==> config.mk <==
export PLATFORM = sky130hd
export DESIGN_NAME = timed_event_queue_top_flat
export DESIGN_NICKNAME = d
export VERILOG_FILES = /design/src/rtl/teq_pkg.sv /design/src/rtl/teq_if.sv /design/src/rtl/teq_datapath.sv /design/src/rtl/teq_ctrl.sv /design/src/rtl/timed_event_queue_top.sv /design/src/flat_wrapper.sv
export SDC_FILE = /design/constraint.sdc
export NUM_CORES = 2
export LEC_CHECK = 0
export BUFFER_PORTS_ARGS = -buffer_cell sky130_fd_sc_hd__buf_2
export CAP_MARGIN = 0
export CORE_ASPECT_RATIO = 0.9
export CORE_MARGIN = 2
export CORE_UTILIZATION = 40
export CTS_CLUSTER_SIZE = 20
export DETAILED_ROUTE_END_ITERATION = 10
export PLACE_DENSITY = 0.67
export SLEW_MARGIN = 30
export SYNTH_ARGS = -nofsm -noshare
export SYNTH_HDL_FRONTEND = slang
export SYNTH_SLANG_ARGS = --single-unit
export TNS_END_PERCENT = 1
==> constraint.sdc <==
create_clock -name clk_i -period 4.89 [get_ports clk_i]
set_input_delay 1.467 -clock clk_i [delete_from_list [all_inputs] [get_ports clk_i]]
set_output_delay 1.467 -clock clk_i [all_outputs]
set_load 0.1 [all_outputs]
==> src/rtl/teq_pkg.sv <==
package teq_pkg;

  // Table geometry
  localparam int unsigned DEPTH  = 32;
  localparam int unsigned ADDR_W = (DEPTH > 1) ? $clog2(DEPTH) : 1;
  localparam int unsigned CNT_W  = $clog2(DEPTH + 1);
  localparam int unsigned SUM_W  = CNT_W + 1;
  localparam int unsigned TIME_W = 32;
  localparam int unsigned ID_W   = 8;

  typedef logic [ADDR_W-1:0] addr_t;
  typedef logic [CNT_W-1:0]  cnt_t;
  typedef logic [SUM_W-1:0]  sum_t;

  // Result status codes
  typedef enum logic [2:0] {
    ST_ADDED = 3'd0,
    ST_DUP   = 3'd1,
    ST_FULL  = 3'd2,
    ST_FIRE  = 3'd3,
    ST_NONE  = 3'd4
  } status_e;

  // Controller states
  typedef enum logic [3:0] {
    S_IDLE,
    S_ADD_RD,
    S_ADD_CHK,
    S_ADD_DEC,
    S_SH_RD,
    S_SH_WR,
    S_INS,
    S_TK_RD,
    S_TK_DEC,
    S_TK_END
  } state_e;

  // Read address select: current index or the one below it
  typedef enum logic {
    RD_CUR,
    RD_PREV
  } rd_sel_e;

  typedef struct packed {
    logic [TIME_W-1:0] evt_time;
    logic [ID_W-1:0]   slat;
    logic [ID_W-1:0]   cue;
  } entry_t;

  // Controller to datapath
  typedef struct packed {
    logic    load_req;
    logic    rd_en;
    rd_sel_e rd_sel;
    logic    scan_chk;
    logic    shift_wr;
    logic    ins_wr;
    logic    pop;
    logic    emit;
    status_e emit_st;
    logic    emit_last;
  } cmd_t;

  // Datapath to controller
  typedef struct packed {
    logic is_tick;
    logic cnt_zero;
    logic full;
    logic idx_end;
    logic idx_at_pos;
    logic dup;
    logic due;
    logic pend_v;
    logic out_free;
  } sts_t;

  // Logical slot to physical address in the circular table
  function automatic addr_t phys_addr(addr_t head, cnt_t lidx);
    sum_t sum;
    sum = sum_t'(head) + sum_t'(lidx);
    if (sum >= sum_t'(DEPTH)) begin
      sum = sum - sum_t'(DEPTH);
    end
    return sum[ADDR_W-1:0];
  endfunction

endpackage

==> src/rtl/teq_if.sv <==
// Request channel
interface teq_in_if;
  logic                        valid;
  logic                        ready;
  logic                        req_type;
  logic [teq_pkg::TIME_W-1:0]  event_time;
  logic [teq_pkg::ID_W-1:0]    slat_id;
  logic [teq_pkg::ID_W-1:0]    cue_id;

  modport source (output valid, req_type, event_time, slat_id, cue_id, input ready);
  modport sink   (input valid, req_type, event_time, slat_id, cue_id, output ready);
endinterface

// Result channel
interface teq_out_if;
  logic                        valid;
  logic                        ready;
  logic [2:0]                  status;
  logic [teq_pkg::ID_W-1:0]    fire_slat;
  logic [teq_pkg::ID_W-1:0]    fire_cue;
  logic [teq_pkg::TIME_W-1:0]  fire_time;
  logic                        last_of_run;

  modport source (output valid, status, fire_slat, fire_cue, fire_time, last_of_run,
                  input ready);
  modport sink   (input valid, status, fire_slat, fire_cue, fire_time, last_of_run,
                  output ready);
endinterface

==> src/rtl/teq_datapath.sv <==
module teq_datapath (
  input  logic                       clk_i,
  input  logic                       rst_ni,
  input  teq_pkg::cmd_t              cmd_i,
  output teq_pkg::sts_t              sts_o,
  input  logic                       req_type_i,
  input  logic [teq_pkg::TIME_W-1:0] event_time_i,
  input  logic [teq_pkg::ID_W-1:0]   slat_id_i,
  input  logic [teq_pkg::ID_W-1:0]   cue_id_i,
  input  logic                       out_ready_i,
  output logic                       out_valid_o,
  output logic [2:0]                 status_o,
  output logic [teq_pkg::ID_W-1:0]   fire_slat_o,
  output logic [teq_pkg::ID_W-1:0]   fire_cue_o,
  output logic [teq_pkg::TIME_W-1:0] fire_time_o,
  output logic                       last_o
);

  // Event table, circular, sorted from head
  teq_pkg::entry_t mem_q [teq_pkg::DEPTH];

  teq_pkg::addr_t  head_q;
  teq_pkg::cnt_t   count_q;
  teq_pkg::cnt_t   idx_q;
  teq_pkg::cnt_t   pos_q;
  logic            found_q;
  logic            dup_q;
  teq_pkg::entry_t req_q;
  teq_pkg::entry_t rd_q;
  teq_pkg::entry_t pend_q;
  logic            pend_v_q;

  logic                       out_valid_q;
  teq_pkg::status_e           out_st_q;
  logic [teq_pkg::ID_W-1:0]   out_slat_q;
  logic [teq_pkg::ID_W-1:0]   out_cue_q;
  logic [teq_pkg::TIME_W-1:0] out_time_q;
  logic                       out_last_q;

  teq_pkg::cnt_t   ins_pos;
  teq_pkg::cnt_t   rd_lidx;
  teq_pkg::addr_t  rd_addr;
  teq_pkg::addr_t  wr_addr;
  teq_pkg::entry_t wr_data;
  logic            wr_en;
  logic            out_free;

  assign ins_pos  = found_q ? pos_q : count_q;
  assign out_free = !out_valid_q || out_ready_i;

  // Table addressing
  assign rd_lidx = (cmd_i.rd_sel == teq_pkg::RD_PREV) ? idx_q - teq_pkg::cnt_t'(1) : idx_q;
  assign rd_addr = teq_pkg::phys_addr(head_q, rd_lidx);
  assign wr_en   = cmd_i.shift_wr || cmd_i.ins_wr;
  assign wr_addr = cmd_i.shift_wr ? teq_pkg::phys_addr(head_q, idx_q)
                                  : teq_pkg::phys_addr(head_q, ins_pos);
  assign wr_data = cmd_i.shift_wr ? rd_q : req_q;

  // Table memory, registered read
  always_ff @(posedge clk_i) begin
    if (wr_en) begin
      mem_q[wr_addr] <= wr_data;
    end
    if (cmd_i.rd_en) begin
      rd_q <= mem_q[rd_addr];
    end
  end

  // Request capture
  always_ff @(posedge clk_i) begin
    if (cmd_i.load_req) begin
      req_q.evt_time <= event_time_i;
      req_q.slat     <= slat_id_i;
      req_q.cue      <= cue_id_i;
    end
  end

  // Scan, shift and pop bookkeeping
  always_ff @(posedge clk_i or negedge rst_ni) begin
    if (!rst_ni) begin
      head_q   <= '0;
      count_q  <= '0;
      idx_q    <= '0;
      pos_q    <= '0;
      found_q  <= 1'b0;
      dup_q    <= 1'b0;
      pend_v_q <= 1'b0;
    end else begin
      if (cmd_i.load_req) begin
        idx_q    <= '0;
        found_q  <= 1'b0;
        dup_q    <= 1'b0;
        pend_v_q <= 1'b0;
      end
      if (cmd_i.scan_chk) begin
        idx_q <= idx_q + teq_pkg::cnt_t'(1);
        if (rd_q.slat == req_q.slat && rd_q.cue == req_q.cue) begin
          dup_q <= 1'b1;
        end
        if (!found_q && req_q.evt_time < rd_q.evt_time) begin
          found_q <= 1'b1;
          pos_q   <= idx_q;
        end
      end
      if (cmd_i.shift_wr) begin
        idx_q <= idx_q - teq_pkg::cnt_t'(1);
      end
      if (cmd_i.ins_wr) begin
        count_q <= count_q + teq_pkg::cnt_t'(1);
      end
      if (cmd_i.pop) begin
        head_q   <= teq_pkg::phys_addr(head_q, teq_pkg::cnt_t'(1));
        count_q  <= count_q - teq_pkg::cnt_t'(1);
        pend_v_q <= 1'b1;
      end else if (cmd_i.emit && cmd_i.emit_st == teq_pkg::ST_FIRE) begin
        pend_v_q <= 1'b0;
      end
    end
  end

  // Popped entry waiting for its result slot
  always_ff @(posedge clk_i) begin
    if (cmd_i.pop) begin
      pend_q <= rd_q;
    end
  end

  // Output register
  always_ff @(posedge clk_i or negedge rst_ni) begin
    if (!rst_ni) begin
      out_valid_q <= 1'b0;
    end else if (cmd_i.emit) begin
      out_valid_q <= 1'b1;
    end else if (out_ready_i) begin
      out_valid_q <= 1'b0;
    end
  end

  always_ff @(posedge clk_i) begin
    if (cmd_i.emit) begin
      out_st_q   <= cmd_i.emit_st;
      out_last_q <= cmd_i.emit_last;
      if (cmd_i.emit_st == teq_pkg::ST_FIRE) begin
        out_slat_q <= pend_q.slat;
        out_cue_q  <= pend_q.cue;
        out_time_q <= pend_q.evt_time;
      end else begin
        out_slat_q <= '0;
        out_cue_q  <= '0;
        out_time_q <= '0;
      end
    end
  end

  assign out_valid_o = out_valid_q;
  assign status_o    = out_st_q;
  assign fire_slat_o = out_slat_q;
  assign fire_cue_o  = out_cue_q;
  assign fire_time_o = out_time_q;
  assign last_o      = out_last_q;

  // Status to controller
  always_comb begin
    sts_o.is_tick    = req_type_i;
    sts_o.cnt_zero   = (count_q == '0);
    sts_o.full       = (count_q == teq_pkg::cnt_t'(teq_pkg::DEPTH));
    sts_o.idx_end    = (idx_q == count_q);
    sts_o.idx_at_pos = (idx_q == ins_pos);
    sts_o.dup        = dup_q;
    sts_o.due        = (req_q.evt_time >= rd_q.evt_time);
    sts_o.pend_v     = pend_v_q;
    sts_o.out_free   = out_free;
  end

  // Checks
  a_emit_free: assert property (@(posedge clk_i) disable iff (!rst_ni)
    cmd_i.emit |-> out_free)
    else $error("result issued while output register busy");

  a_ins_room: assert property (@(posedge clk_i) disable iff (!rst_ni)
    cmd_i.ins_wr |-> (count_q != teq_pkg::cnt_t'(teq_pkg::DEPTH)) && !dup_q)
    else $error("insert into full table or of duplicate");

  a_pop_nonempty: assert property (@(posedge clk_i) disable iff (!rst_ni)
    cmd_i.pop |-> (count_q != '0))
    else $error("pop from empty table");

  a_fire_pending: assert property (@(posedge clk_i) disable iff (!rst_ni)
    (cmd_i.emit && cmd_i.emit_st == teq_pkg::ST_FIRE) |-> pend_v_q)
    else $error("fire result without pending entry");

  a_fire_valid: assert property (@(posedge clk_i) disable iff (!rst_ni)
    (cmd_i.emit && cmd_i.emit_st == teq_pkg::ST_FIRE) |=>
      (out_valid_q && out_st_q == teq_pkg::ST_FIRE))
    else $error("fire result not presented");

endmodule

==> src/rtl/teq_ctrl.sv <==
module teq_ctrl (
  input  logic          clk_i,
  input  logic          rst_ni,
  input  logic          in_valid_i,
  output logic          in_ready_o,
  input  teq_pkg::sts_t sts_i,
  output teq_pkg::cmd_t cmd_o
);

  teq_pkg::state_e state_q;
  teq_pkg::state_e state_d;

  // State register
  always_ff @(posedge clk_i or negedge rst_ni) begin
    if (!rst_ni) begin
      state_q <= teq_pkg::S_IDLE;
    end else begin
      state_q <= state_d;
    end
  end

  // Next state and commands
  always_comb begin
    state_d    = state_q;
    cmd_o      = '0;
    in_ready_o = 1'b0;
    unique case (state_q)
      teq_pkg::S_IDLE: begin
        in_ready_o = 1'b1;
        if (in_valid_i) begin
          cmd_o.load_req = 1'b1;
          state_d = sts_i.is_tick ? teq_pkg::S_TK_RD : teq_pkg::S_ADD_RD;
        end
      end
      // duplicate check and insert position: read, then compare, each entry in turn
      teq_pkg::S_ADD_RD: begin
        if (sts_i.idx_end) begin
          state_d = teq_pkg::S_ADD_DEC;
        end else begin
          cmd_o.rd_en  = 1'b1;
          cmd_o.rd_sel = teq_pkg::RD_CUR;
          state_d      = teq_pkg::S_ADD_CHK;
        end
      end
      teq_pkg::S_ADD_CHK: begin
        cmd_o.scan_chk = 1'b1;
        state_d        = teq_pkg::S_ADD_RD;
      end
      teq_pkg::S_ADD_DEC: begin
        if (sts_i.dup || sts_i.full) begin
          if (sts_i.out_free) begin
            cmd_o.emit      = 1'b1;
            cmd_o.emit_st   = sts_i.dup ? teq_pkg::ST_DUP : teq_pkg::ST_FULL;
            cmd_o.emit_last = 1'b1;
            state_d         = teq_pkg::S_IDLE;
          end
        end else begin
          state_d = teq_pkg::S_SH_RD;
        end
      end
      // open a slot: move entries up from the tail
      teq_pkg::S_SH_RD: begin
        if (sts_i.idx_at_pos) begin
          state_d = teq_pkg::S_INS;
        end else begin
          cmd_o.rd_en  = 1'b1;
          cmd_o.rd_sel = teq_pkg::RD_PREV;
          state_d      = teq_pkg::S_SH_WR;
        end
      end
      teq_pkg::S_SH_WR: begin
        cmd_o.shift_wr = 1'b1;
        state_d        = teq_pkg::S_SH_RD;
      end
      teq_pkg::S_INS: begin
        if (sts_i.out_free) begin
          cmd_o.ins_wr    = 1'b1;
          cmd_o.emit      = 1'b1;
          cmd_o.emit_st   = teq_pkg::ST_ADDED;
          cmd_o.emit_last = 1'b1;
          state_d         = teq_pkg::S_IDLE;
        end
      end
      // tick: look at head, keep one popped entry pending to know the last one
      teq_pkg::S_TK_RD: begin
        if (sts_i.cnt_zero) begin
          state_d = teq_pkg::S_TK_END;
        end else begin
          cmd_o.rd_en  = 1'b1;
          cmd_o.rd_sel = teq_pkg::RD_CUR;
          state_d      = teq_pkg::S_TK_DEC;
        end
      end
      teq_pkg::S_TK_DEC: begin
        if (sts_i.pend_v) begin
          if (sts_i.out_free) begin
            cmd_o.emit      = 1'b1;
            cmd_o.emit_st   = teq_pkg::ST_FIRE;
            cmd_o.emit_last = !sts_i.due;
            if (sts_i.due) begin
              cmd_o.pop = 1'b1;
              state_d   = teq_pkg::S_TK_RD;
            end else begin
              state_d = teq_pkg::S_IDLE;
            end
          end
        end else if (sts_i.due) begin
          cmd_o.pop = 1'b1;
          state_d   = teq_pkg::S_TK_RD;
        end else if (sts_i.out_free) begin
          cmd_o.emit      = 1'b1;
          cmd_o.emit_st   = teq_pkg::ST_NONE;
          cmd_o.emit_last = 1'b1;
          state_d         = teq_pkg::S_IDLE;
        end
      end
      teq_pkg::S_TK_END: begin
        if (sts_i.out_free) begin
          cmd_o.emit      = 1'b1;
          cmd_o.emit_st   = sts_i.pend_v ? teq_pkg::ST_FIRE : teq_pkg::ST_NONE;
          cmd_o.emit_last = 1'b1;
          state_d         = teq_pkg::S_IDLE;
        end
      end
      default: begin
        state_d = teq_pkg::S_IDLE;
      end
    endcase
  end

endmodule

==> src/rtl/timed_event_queue_top.sv <==
// Timed event queue. Holds up to teq_pkg::DEPTH fire events sorted by time in a
// circular table with one read and one write port (one write and one registered
// read per cycle). An add request (req_type 0) gives one result: added, duplicate
// (same slat and cue already stored, checked even when full) or table full. A tick
// request (req_type 1) gives one fire result per event whose time is at or before
// the tick time, oldest first, with last_of_run on the final one, or a single
// nothing-due result. The controller handles one request at a time; a result
// waiting in the output register does not block taking the next request. An add
// reads and compares every stored entry in turn, then, unless rejected, moves each
// later entry up one slot and writes the new one, using the single read port once
// per compare and once per moved entry. A tick reads each head entry before it is
// checked.
module timed_event_queue_top (
  input logic      clk_i,
  input logic      rst_ni,
  teq_in_if.sink   req_i,
  teq_out_if.source rsp_o
);

  teq_pkg::cmd_t cmd;
  teq_pkg::sts_t sts;

  teq_ctrl u_ctrl (
    .clk_i      (clk_i),
    .rst_ni     (rst_ni),
    .in_valid_i (req_i.valid),
    .in_ready_o (req_i.ready),
    .sts_i      (sts),
    .cmd_o      (cmd)
  );

  teq_datapath u_datapath (
    .clk_i        (clk_i),
    .rst_ni       (rst_ni),
    .cmd_i        (cmd),
    .sts_o        (sts),
    .req_type_i   (req_i.req_type),
    .event_time_i (req_i.event_time),
    .slat_id_i    (req_i.slat_id),
    .cue_id_i     (req_i.cue_id),
    .out_ready_i  (rsp_o.ready),
    .out_valid_o  (rsp_o.valid),
    .status_o     (rsp_o.status),
    .fire_slat_o  (rsp_o.fire_slat),
    .fire_cue_o   (rsp_o.fire_cue),
    .fire_time_o  (rsp_o.fire_time),
    .last_o       (rsp_o.last_of_run)
  );

endmodule
==> src/flat_wrapper.sv <==
// flat-port wrapper written by rule: the top's interface ports become plain ports
module timed_event_queue_top_flat 
  (clk_i, rst_ni, req_i_valid, req_i_req_type, req_i_event_time, req_i_slat_id, req_i_cue_id, req_i_ready, rsp_o_valid, rsp_o_status, rsp_o_fire_slat, rsp_o_fire_cue, rsp_o_fire_time, rsp_o_last_of_run, rsp_o_ready);
  teq_in_if req_i_i ();
  teq_out_if rsp_o_i ();
  input logic clk_i;
  input logic rst_ni;
  input wire logic [$bits(req_i_i.valid)-1:0] req_i_valid;
  input wire logic [$bits(req_i_i.req_type)-1:0] req_i_req_type;
  input wire logic [$bits(req_i_i.event_time)-1:0] req_i_event_time;
  input wire logic [$bits(req_i_i.slat_id)-1:0] req_i_slat_id;
  input wire logic [$bits(req_i_i.cue_id)-1:0] req_i_cue_id;
  output wire logic [$bits(req_i_i.ready)-1:0] req_i_ready;
  output wire logic [$bits(rsp_o_i.valid)-1:0] rsp_o_valid;
  output wire logic [$bits(rsp_o_i.status)-1:0] rsp_o_status;
  output wire logic [$bits(rsp_o_i.fire_slat)-1:0] rsp_o_fire_slat;
  output wire logic [$bits(rsp_o_i.fire_cue)-1:0] rsp_o_fire_cue;
  output wire logic [$bits(rsp_o_i.fire_time)-1:0] rsp_o_fire_time;
  output wire logic [$bits(rsp_o_i.last_of_run)-1:0] rsp_o_last_of_run;
  input wire logic [$bits(rsp_o_i.ready)-1:0] rsp_o_ready;
  assign req_i_i.valid = req_i_valid;
  assign req_i_i.req_type = req_i_req_type;
  assign req_i_i.event_time = req_i_event_time;
  assign req_i_i.slat_id = req_i_slat_id;
  assign req_i_i.cue_id = req_i_cue_id;
  assign req_i_ready = req_i_i.ready;
  assign rsp_o_valid = rsp_o_i.valid;
  assign rsp_o_status = rsp_o_i.status;
  assign rsp_o_fire_slat = rsp_o_i.fire_slat;
  assign rsp_o_fire_cue = rsp_o_i.fire_cue;
  assign rsp_o_fire_time = rsp_o_i.fire_time;
  assign rsp_o_last_of_run = rsp_o_i.last_of_run;
  assign rsp_o_i.ready = rsp_o_ready;
  timed_event_queue_top u_core (.clk_i(clk_i), .rst_ni(rst_ni), .req_i(req_i_i), .rsp_o(rsp_o_i));
endmodule
# == Word-level counts from Yosys, hierarchy flattened ==
# Memories as Yosys holds them, arrays and structs flattened. A register that Yosys moved wholly into a read port is not among the register bits.
# Cells that the tools add are included.
# totals
reg_bits,179
latchBits,0
ramBits,1536
rom_bits,0
in_bits,53
out_inout_bits,54
word_cells,136
memories,1
# classes
add_sub_neg,12
multipliers,0
div_mod_pow,0
order_cmp,6
n_eq_ne,17
shift,0
n_mux,62
n_bitwise,0
n_reduce_logical,18
# mem_list
name,depth,word_bits,rd,rd_ports_with_merged_regs,wr,line_no,source
u_core.u_datapath.mem_q,32,48,1,1,1,teq_datapath.sv:20,teq_pkg::entry_t mem_q [teq_pkg::DEPTH];
# ops
cell,n
$mux W5,11
$mux W6,9
$mux W48,1
$pmux W4 S9,1
$ge A32 B32 Y1,1
$lt A32 B32 Y1,1
$mux W1,24
$mux W4,6
$add A5 B6 Y7,3
$ge A7 B6 Y1 const B,3
$pmux W5 S4,1
$sub A5 B1 Y5 const B,4
$eq A4 B3 Y1 const B,4
$eq A8 B8 Y1,2
$add A6 B1 Y6 const B,2
$eq A6 B6 Y1,2
$sub A6 B1 Y6 const B,2
$mux W2,5
$mux W3,3
$eq A4 B2 Y1 const B,2
$eq A4 B4 Y1 const B,2
$add A5 B1 Y6 const B,1
$eq A6 B6 Y1 const B,1
$ge A6 B6 Y1 const B,1
other kinds (14),23

# == Depth between registers and ports, before layout ==
# depth
ltp_word,10
mapped_depth,19
ltp_nobuf,16

# == Hierarchy ==
# Synthesis repeated with hierarchy kept, for this count alone.
# unflattened
cells_unflattened,3486
hier_area_um2,68849.8
# by_module_without_submodules
mod,n_inst,cells_per_inst,area_per_inst_um2,seq_area_each_um2
teq_datapath,1,3412,68325.5,52685.5
teq_ctrl,1,74,524.3,100.1

# == Worst setup path after synthesis ==
# No wires, ideal clock.
# synth_timing
path_kind,reg-to-reg
from,register u_core.u_ctrl.state_q[0]
to,register u_core.u_datapath.idx_q[5]
setup_ps,133
arrival_time_ps,5791
t_required_ps,4757
setup_slack_ps,-1034
path_stages_with_launch,8
n_path_buf,1
synth_period_minus_slack_ps,5924
cell_sequence,dfrtp_1 > clkbuf_1 > nor4_1 > nand2_1 > inv_1 > nor3_1 > o31ai_1 > o21ai_0
# synth_lines
item,line_no,source
start: declaration,teq_ctrl.sv:10,teq_pkg::state_e state_q;
start signal: assignment,teq_ctrl.sv:16,state_q <= teq_pkg::S_IDLE;
start signal: assignment,teq_ctrl.sv:18,state_q <= state_d;
end signal: assignment,teq_datapath.sv:96,idx_q <= idx_q + teq_pkg::cnt_t'(1);
end signal: assignment,teq_datapath.sv:106,idx_q <= idx_q - teq_pkg::cnt_t'(1);
end: declaration,teq_datapath.sv:24,teq_pkg::cnt_t idx_q;

# == Worst setup path after layout ==
# layout_timing
from,register u_core.u_datapath.found_q
to,"register, netlist name u_core.u_datapath.rd_q[7]"
# layout_via
elab_chain_cells,8
word_cells_on_any_way,9
classes_between,2 x add/sub; 1 x order compare; 1 x eq/ne; 5 x mux
# layout_lines
item,line_no,source
start: declaration,teq_datapath.sv:26,logic found_q;
start signal: assignment,teq_datapath.sv:85,found_q <= 1'b0;
start signal: assignment,teq_datapath.sv:91,found_q <= 1'b0;
start signal: assignment,teq_datapath.sv:101,found_q <= 1'b1;
$mux W6 (*),teq_datapath.sv:48,assign ins_pos = found_q ? pos_q : count_q;
$eq A6 B6 Y1 (*),teq_datapath.sv:168,sts_o.idx_at_pos = (idx_q == ins_pos);
$mux W2 (*),teq_ctrl.sv:63,if (sts_i.idx_at_pos) begin
$pmux W2 S3 (*),teq_ctrl.sv:27,unique case (state_q)
$mux W6,teq_datapath.sv:52,assign rd_lidx = (cmd_i.rd_sel == teq_pkg::RD_PREV) ? idx_q - teq_pkg::cnt_t'(1) : idx_q;
$add A5 B6 Y7,teq_pkg.sv:80,sum = sum_t'(head) + sum_t'(lidx);
$ge A7 B6 Y1 or $sub A5 B1 Y5 (tied branches),"teq_pkg.sv:81, teq_pkg.sv:82",
$mux W5,teq_pkg.sv:81,if (sum >= sum_t'(DEPTH)) begin
# Every way passes the cells marked *; elsewhere a longest branch is shown, timed or not.
# A chain may end at the register's enable or synchronous reset.

==> reports/metrics.csv <==
metric,value,unit
outcome,"complete, no violations",
die_w,440.5,µm
die_h,396.9,µm
drtIter0Drc,4005,
critPathSlowestCell,fa_4,
critPathBufInv,3,
clk_pin_slew,60,ps
vias,32350,
ios,107,
grt_overflow_total,0,
wl_per_cell,28.58,µm
fmax,0.2123,GHz
slew_violations,0,
start_util,0.4016,
core_area,170800,µm²
skew,26.56,ps
synth.avg_cell_area,22.65,µm²
cts_root_buffer,clkbuf_16,
netlist-cell-type-count,61,
cp_max_fo,23,
grt_usage,0.1872,
io_buffers,106,
wirelength,163.8,mm
synth_enable_flop_cells,1732,
synth_seq_cells,1763,
clk_latency,830,ps
drive_above_1_share,0.3177,
syn_area,68600,µm²
ff2ff_path_depth,14,
dieArea,174800,µm²
tritoncts,done,
timing.final.crit_period,4711,ps
fin_crit_sh,0.9634,
fillers,13870,
tightest_slew,967.9,ps
dp_hpwl,86.78,mm
grt_pass1_vias,32670,
antenna_found_initial,4,
timing.setup.tns,0,ps
r2r_setup_slack,180,ps
cts.sinks,1763,
viasPerCell,5.645,
grt_pass1_wl,234.4,mm
synth_seq_area_share,0.7695,
cp_data_arrival_time,5280,ps
critical_path_class,reg2reg,
clockBufferDepth,3,
crit_required,5460,ps
syn-num-nets,3132,
ant_nets,0,
cp.depth,14,
slowest_delay,850,ps
min-delay-path-class,reg2reg,
maxCapViolCount,0,
grt_max_degree,53,
cts_max_level,4,
synth_cells,3029,
rows,144,
finalSetupViolCount,0,
fin_nets,3434,
drc,0,
cts_made_buffers,175,
gp_congestion,0.8244,
synth_warnings,0,
rr_startpoint,u_core.u_datapath.found_q$_DFF_PN0_,
endpoint,u_core.u_datapath.rd_q[7]$_DFFE_PP_,
critical_path.startpoint,u_core.u_datapath.found_q$_DFF_PN0_,
synth_flop_cell,edfxtp_1,
ctsHoldBuffers,0,
async_flop_share,0.01758,
area_growth,15.30,%
first_pass_iters,5,
hold_viol,0,
end_kind,flip-flop,
slew_headroom,0.3532,
cp-start-kind,flip-flop,
worstReg2RegEnd,u_core.u_datapath.rd_q[7]$_DFFE_PP_,
path_delay_family,multiplexers,
cp_cell_sequence,mux2i_1 > xnor2_1 > nor2_1 > nand3_1 > and3_1 > xnor2_1 > ha_4 > inv_1 > fa_4 > buf_12 > buf_4 > mux4_2 > mux4_2 > mux2_2,
[worst min path at each step]
stage	cells after the start	startpoint	endpoint
after floorplan	0	u_core.u_datapath.rd_q[17]$_DFFE_PP_	u_core.u_datapath.pend_q[17]$_DFFE_PP_
after global placement	0	u_core.u_datapath.rd_q[42]$_DFFE_PP_	u_core.u_datapath.pend_q[42]$_DFFE_PP_
after detailed placement	0	u_core.u_datapath.rd_q[39]$_DFFE_PP_	u_core.u_datapath.pend_q[39]$_DFFE_PP_
after CTS	0	u_core.u_datapath.rd_q[39]$_DFFE_PP_	u_core.u_datapath.pend_q[39]$_DFFE_PP_
after global routing	0	u_core.u_datapath.rd_q[42]$_DFFE_PP_	u_core.u_datapath.pend_q[42]$_DFFE_PP_
final	0	u_core.u_datapath.rd_q[39]$_DFFE_PP_	u_core.u_datapath.pend_q[39]$_DFFE_PP_
[routing by layer]
layer	global-route usage	vias up	routed length, µm
met5	0	-	20
met3	0.03755	233	13060
met1	0.2601	17330	66450
met4	0.05388	4	4032
met2	0.3008	1422	80190
li1	-	13360	-
[through the flow]
step | setup slack (ps) | hold slack (ps) | util | cell area [µm²] | instances
2_1_floorplan | -264.2 | 426.4 | - | 68610 | 3029
3_3_place_gp | 35.76 | 438.4 | 0.4311 | 73640 | 5415
3_5_place_dp | 51.39 | 450.6 | 0.4314 | 73680 | 5415
4_1_cts | 7.398 | 464.2 | 0.4625 | 79000 | 5726
5_1_grt | -3.093 | 473.0 | 0.4630 | 79090 | 5728
6_report | 178.8 | 461.2 | 0.4631 | 79090 | 5730
[state kept, by name (all words and copies together) (netlist names)]
| name | flops |
|---|---|
| u_core.u_datapath.count_q | 6 |
| u_core.u_datapath.pos_q | 6 |
| u_core.u_datapath.status_o | 3 |
| u_core.u_datapath.idx_q | 6 |
| u_core.u_datapath.mem_q | 1536 |
| u_core.u_datapath.fire_cue_o | 8 |
| u_core.u_ctrl.state_q | 4 |
| u_core.u_datapath.head_q | 5 |
| u_core.u_datapath.found_q | 1 |
| u_core.u_datapath.pend_q | 48 |
| u_core.u_datapath.fire_time_o | 32 |
| u_core.u_datapath.out_valid_o | 1 |
| u_core.u_datapath.pend_v_q | 1 |
| u_core.u_datapath.req_q | 48 |
| u_core.u_datapath.dup_q | 1 |
| u_core.u_datapath.fire_slat_o | 8 |
| u_core.u_datapath.last_o | 1 |
| u_core.u_datapath.rd_q | 48 |
[placed cells by master (no fill, tap or decap), types with 45 or more instances in the layout]
| master | netlist | routed |
|---|---|---|
| mux4_2 | 478 | 478 |
| nand2_1 | 117 | 111 |
| clkbuf_1 | 82 | 45 |
| buf_4 | 33 | 102 |
| and3_1 | 54 | 53 |
| inv_1 | 50 | 49 |
| buf_12 | 0 | 65 |
| mux2_2 | 48 | 48 |
| clkbuf_16 | 0 | 176 |
| buf_2 | 18 | 106 |
| edfxtp_1 | 1732 | 1732 |
| ha_1 | 47 | 46 |
[logic make-up after synthesis]
group / share of synthesized area
and+or+nand+nor: 0.01948
xor gates and xnor gates: 0.006986
DFF: 0.7695
muxes: 0.1677
AOI/OAI and AO/OA: 0.01269
buffers and inverters: 0.01417
adders and majority gates: 0.009448
[synthesized netlist by cell type, drive strengths merged, types with 31 or more instances]
library cell,n,area share
edfxtp,1732,0.76
mux4,478,0.16
nand2,117,0.0064
clkbuf,82,0.0045
buf,68,0.0069
mux2,57,0.0094
nor2,56,0.0031
and3,54,0.0049
o21ai,52,0.0040
inv,50,0.0027
ha,47,0.0086
xnor2,39,0.0052
a21oi,33,0.0024
dfrtp,31,0.011
[layout make-up]
cell class | count | area, µm² | area share
well taps | 2263 | 2831 | 0.03580
flip-flops and latches | 1763 | 52790 | 0.6674
multi-input cells | 1066 | 15310 | 0.1936
clock buffers | 224 | 4603 | 0.05820
clock inverters | 87 | 718.2 | 0.009080
repair buffers | 275 | 2650 | 0.03350
diodes | 2 | 5.005 | 0.00006328
inverters | 50 | 187.7 | 0.002373
[timing repair]
item	in CTS	in global routing
endpoints found under the setup margin	0	45
buffers inserted	0	1
gates resized for setup	0	4
Power is not shown: default switching activity piles up to over one toggle a cycle in this logic, so the estimate is an artifact.
